File: src/hdl/bmst_ram.sv
module bmst_ram #(
    parameter int W = 8,
    parameter int D = 2,
    localparam int AW = (D > 1) ? $clog2(D) : 1
) (
    input  logic          i_clk,
    input  logic          i_we,
    input  logic [AW-1:0] i_waddr,
    input  logic [W-1:0]  i_wdata,
    input  logic [AW-1:0] i_raddr,
    output logic [W-1:0]  o_rdata
);

    logic [W-1:0] r_mem [D];

    always_ff @(posedge i_clk) begin
        if (i_we) begin
            r_mem[i_waddr] <= i_wdata;
        end
        o_rdata <= r_mem[i_raddr];
    end

endmodule

File: config.mk
export PLATFORM = sky130hd
export DESIGN_NAME = bmst_ram
export DESIGN_NICKNAME = d
export VERILOG_FILES = /design/src/hdl/bmst_ram.sv
export SDC_FILE = /design/constraint.sdc
export NUM_CORES = 1
export LEC_CHECK = 0
export BUFFER_PORTS_ARGS = -buffer_cell sky130_fd_sc_hd__buf_2
export CAP_MARGIN = 10
export CORE_ASPECT_RATIO = 2
export CORE_MARGIN = 10
export CORE_UTILIZATION = 30
export DETAILED_ROUTE_END_ITERATION = 7
export GPL_ROUTABILITY_DRIVEN = 0
export PLACE_DENSITY = 0.5
export SETUP_SLACK_MARGIN = 0.1
export SYNTH_ARGS = -nofsm -noshare
export SYNTH_HDL_FRONTEND = slang
export SYNTH_SLANG_ARGS = --single-unit
File: constraint.sdc
create_clock -name i_clk -period 1.5 [get_ports i_clk]
set_input_delay 0.3 -clock i_clk [delete_from_list [all_inputs] [get_ports i_clk]]
set_output_delay 0.3 -clock i_clk [all_outputs]
set_load 0.01 [all_outputs]
==> out/results.ini, run 1 <==
[status]
status = finished clean

[critical_path]
cp.required_ns = 1.20
r2r_setup_slack_ns = 0.76
cp_top_family = flip-flops
r2r_start = r_mem[0][6]
critPathKind = reg2out
crit_buf_inv = 1
cpPeakStageDelay_ns = 0.31
r2r-end = o_rdata[6]
path_cells = buf_2
crit_path_end_kind = output port
cp_max_fo = 1
worstPathArrival_ns = 0.69
rr_worst_depth = 1
start_kind = flop
crit_slowest_cell = dfxtp_1

[final_layout]
drive_above_1_share = 0.544
diodes = 0
syn_to_final_growth_pct = 21.4
stdcell_count = 85
finalInstanceArea_um2 = 952
finalNetCount = 71

[min_path]
min_from = i_wdata[4]
hold_path_class = in2reg
min_to = r_mem[1][4]
hold_depth = 1

[floorplan]
die_h_um = 92.3
rows = 26
coreArea_mm2 = 0.00254
die-area_mm2 = 0.00518
die_x_um = 56.2
start_util = 0.309
io_pins = 20

[clocking]
clk_pin_slew_worst_paths_ns = 0.07
clock_latency_ns = 0.26
clock-sinks = 24
ctsRootBufferMaster = clkbuf_8
cts_made_buffers = 3
cts_buffer_depth = 2
hold_buffers = 0
cts_setup_buffers = 0
htreeDepth = 1
cts.repair.resized = 0
tritoncts = yes

[power_and_ir_drop]
p_int_mw = 0.991
p_leak_nw = 0.390
clockPowerShare = 0.292
switching_share = 0.187
pwr-share-comb = 0.078
ir_drop_uv = 732
power.density_mw_per_mm2 = 1280
sequentialPowerShare = 0.630
p_sw_mw = 0.228
power_mw = 1.22

[global_route]
overflow = 0
antenna_found_initial = 0
grt_util_all_layers = 0.0439
grt_pass1_vias = 399
grt_start_max_net_pins = 13
grt_pass1_wl_um = 1770

[synthesis]
ys_ff_latch = 24
yosysSeqAreaShare = 0.817
synthTopCellsByArea = edfxtp_1, dfxtp_1, mux2_4, buf_6, and2_1
synth.distinct_cells = 6
yosys.area.top_type = edfxtp_1
synth_cells = 35
synth_area_um2 = 785
synth_nets = 47
synth_top_area_share = 0.612
yosysWarnings = 0
syn_avg_cell_area_um2 = 22.4

[sta]
slew-limit-headroom = 0.757
rsz0062_at_grt = no
slew_violations = 0
holdWs_ns = 0.228
timing.final.crit_period_ns = 0.988
finalHoldViolCount = 0
finalSetupTns_ns = 0
fmax_mhz = 1010
setup_viol = 0
finClkSkew_ns = 0.000694
finalCritPeriodShare = 0.659
tightest_slew_ns = 0.364

[placement]
placed_area_um2 = 911
dp_cells = 82
port_buffers = 19

[route]
routed_via_density = 4.18
remaining_drc_errors = 0
dr.pass1.iters = 2
routed_wl_um = 1050
vias = 355
routedWlPerCell_um = 12.3
dr.first_iter.drc_count = 5
ant_nets = 0

[job]
cap_violations = 0

power by group through the flow:
stage               Combinational (mW)  Sequential [mW]  Clock [mW]
floorplan                       0.0455            0.793           0
global placement                0.0976            0.783           0
detailed placement              0.0985            0.784           0
CTS                             0.0986            0.768       0.372
global route                     0.105            0.774       0.405
finish                          0.0953            0.768       0.356
worst max-delay path by stage:
stage                     slack, ns  cells after the start           to  startpoint
after detailed placement       0.42                      2  r_mem[1][0]     i_waddr
after global placement         0.44                      2  r_mem[1][1]     i_waddr
after global routing           0.46                      1   o_rdata[7]  o_rdata[7]
after floorplan                0.41                      1  r_mem[0][0]        i_we
final                          0.51                      1   o_rdata[3]  o_rdata[3]
after CTS                      0.50                      1   o_rdata[3]  o_rdata[3]
synthesized netlist by cell type:
cell type  number
mux2_4          8
edfxtp_1       16
dfxtp_1         8
nor2b_1         1
and2_1          1
buf_6           1
logic make-up (layout without fill, tap and decap cells):
kind of cell,after synthesis,count (layout),share of synthesized area
buf+inv,1,23,0.0144
flops,24,24,0.817
mux,8,8,0.153
simple gates,2,2,0.0160
layer usage:
metal / vias up / GRT usage / share of wire
li1: 176 / - / -
met3: 4 / 0.0246 / 0.072
met5: - / 0 / 0
met4: 0 / 0.0302 / 0.023
met1: 158 / 0.0433 / 0.41
met2: 17 / 0.0678 / 0.49
state kept, by name, summed over array words and instances (netlist names):
| name | flops |
|---|---|
| o_rdata | 8 |
| r_mem | 16 |
per-stage QoR:
stage / utilization / worst slack, ns
finish: 0.375 / 0.512
global route: 0.375 / 0.456
CTS: 0.375 / 0.496
detailed placement: 0.359 / 0.415
global placement: 0.359 / 0.438
floorplan: - / 0.407
final cells by class:
cell class | count | area, um2
Clock buffer | 3 | 41.3
Multi-Input combinational cell | 10 | 133
Fill cell | 244 | 1590
Tap cell | 28 | 35.0
Timing Repair Buffer | 20 | 103
Sequential cell | 24 | 641
cell usage in the layout (no fill, tap or decap):
| cell | count |
|---|---|
| and2_1 | 1 |
| buf_2 | 19 |
| buf_4 | 1 |
| clkbuf_8 | 3 |
| dfxtp_1 | 8 |
| edfxtp_1 | 16 |
| mux2_4 | 8 |
| nor2b_1 | 1 |
Note: power is estimated with default switching activity, not from simulation.
==> run 2: changes to the inputs <==
- clock period: 1.5 -> 1 ns (I/O delays scaled with it)
==> run 2 against run 1 <==
Combinational power grew 63%. Clock power rose by 47%. Design area rose by 2.6%. Wire length increased by 0.57%. Cell count is 1.2% higher. Largest cell class unchanged.
==> out/results.ini, run 2 (synthesis results as in run 1) <==
[floorplan]
die_x_um = 56.2
coreArea_mm2 = 0.00254
start_util = 0.309
rows = 26
io_pins = 20
die-area_mm2 = 0.00518
die_h_um = 92.3

[critical_path]
start_kind = flop
cp_top_family = flip-flops
worstPathArrival_ns = 0.68
crit_buf_inv = 1
cp.required_ns = 0.80
path_cells = buf_6
crit_slowest_cell = dfxtp_2
cpPeakStageDelay_ns = 0.32
cp_max_fo = 1
crit_path_end_kind = output port
critPathKind = reg2out

[sta]
fmax_mhz = 1140
slew-limit-headroom = 0.831
finalHoldViolCount = 0
finClkSkew_ns = 0.00194
timing.final.crit_period_ns = 0.880
rsz0062_at_grt = yes
finalCritPeriodShare = 0.880
slew_violations = 0
tightest_slew_ns = 0.254
setup_viol = 0
finalSetupTns_ns = 0

[final_layout]
multiInputGateArea_um2 = 135
finalNetCount = 72
n_fill_cell = 246
largest_registers = r_mem (16), o_rdata (8)
final_common_cell = buf_2
layout_common_cells = buf_2, edfxtp_1, mux2_4
diodes = 0
largest_reg_flops = 16
regArea_um2 = 643
drive_above_1_share = 0.603
final_util = 0.385
syn_to_final_growth_pct = 24.6
max_flop_register = r_mem

[route]
routed_wl_um = 1050
ant_nets = 0
remaining_drc_errors = 0
routedWlPerCell_um = 12.3
vias = 356
dr.pass1.iters = 2
dr.first_iter.drc_count = 3
routed_via_density = 4.14

[clocking]
tritoncts = yes
ctsRootBufferMaster = clkbuf_8
cts.repair.resized = 0
htreeDepth = 1
hold_buffers = 0
clk_pin_slew_worst_paths_ns = 0.07
cts_buffer_depth = 2
clock-sinks = 24
cts_made_buffers = 3
clock_latency_ns = 0.25
cts_setup_buffers = 0

[global_route]
grt_pass1_wl_um = 1730
antenna_found_initial = 0
grt_util_all_layers = 0.0438
overflow = 0
grt_pass1_vias = 381
grt_start_max_net_pins = 13

[placement]
port_buffers = 19

[status]
status = finished clean

[job]
cap_violations = 0

[min_path]
hold_path_class = in2reg

[power_and_ir_drop]
power.density_mw_per_mm2 = 1880
ir_drop_uv = 933
p_leak_nw = 0.400

[run 2: metrics by stage]
stage,instance area (um2),worst slack [ns],cells,hold slack [ns],power (mW)
floorplan,787,0.177,35,0.299,1.26
global placement,921,0.108,83,0.389,1.32
detailed placement,921,0.100,83,0.391,1.33
CTS,962,0.0985,86,0.119,1.86
global route,977,0.0763,86,0.117,1.93
finish,977,0.120,86,0.129,1.83
[run 2: layer usage]
layer / GRT usage / routed length [um]
met5: 0 / 0
met4: 0.0423 / 15
met3: 0.0260 / 107
met2: 0.0743 / 589
met1: 0.0320 / 341
[run 2: cell type report]
type | instances | area share
flip-flops and latches | 24 | 0.658
repair buffers | 21 | 0.125
multi-input cells | 10 | 0.138
well taps | 28 | 0.0359
clock buffers | 3 | 0.0423
[run 2: worst paths after layout]
| path | from | end | slack, ns | cells after the start |
|---|---|---|---|---|
| setup / recovery | o_rdata[7] | o_rdata[7] | 0.12 | 1 |
| hold / removal | i_wdata[4] | r_mem[1][4] | 0.13 | 1 |
| setup reg to reg | r_mem[1][6] | o_rdata[6] | 0.25 | 1 |
| hold reg to reg | r_mem[0][3] | o_rdata[3] | 0.47 | 1 |
[run 2: power by group]
group	switching, mW	leakage, nW	internal (mW)
registers	0.0178	0.218	1.14
logic	0.0620	0.161	0.0933
clock network	0.256	0.0216	0.268
total	0.336	0.400	1.50
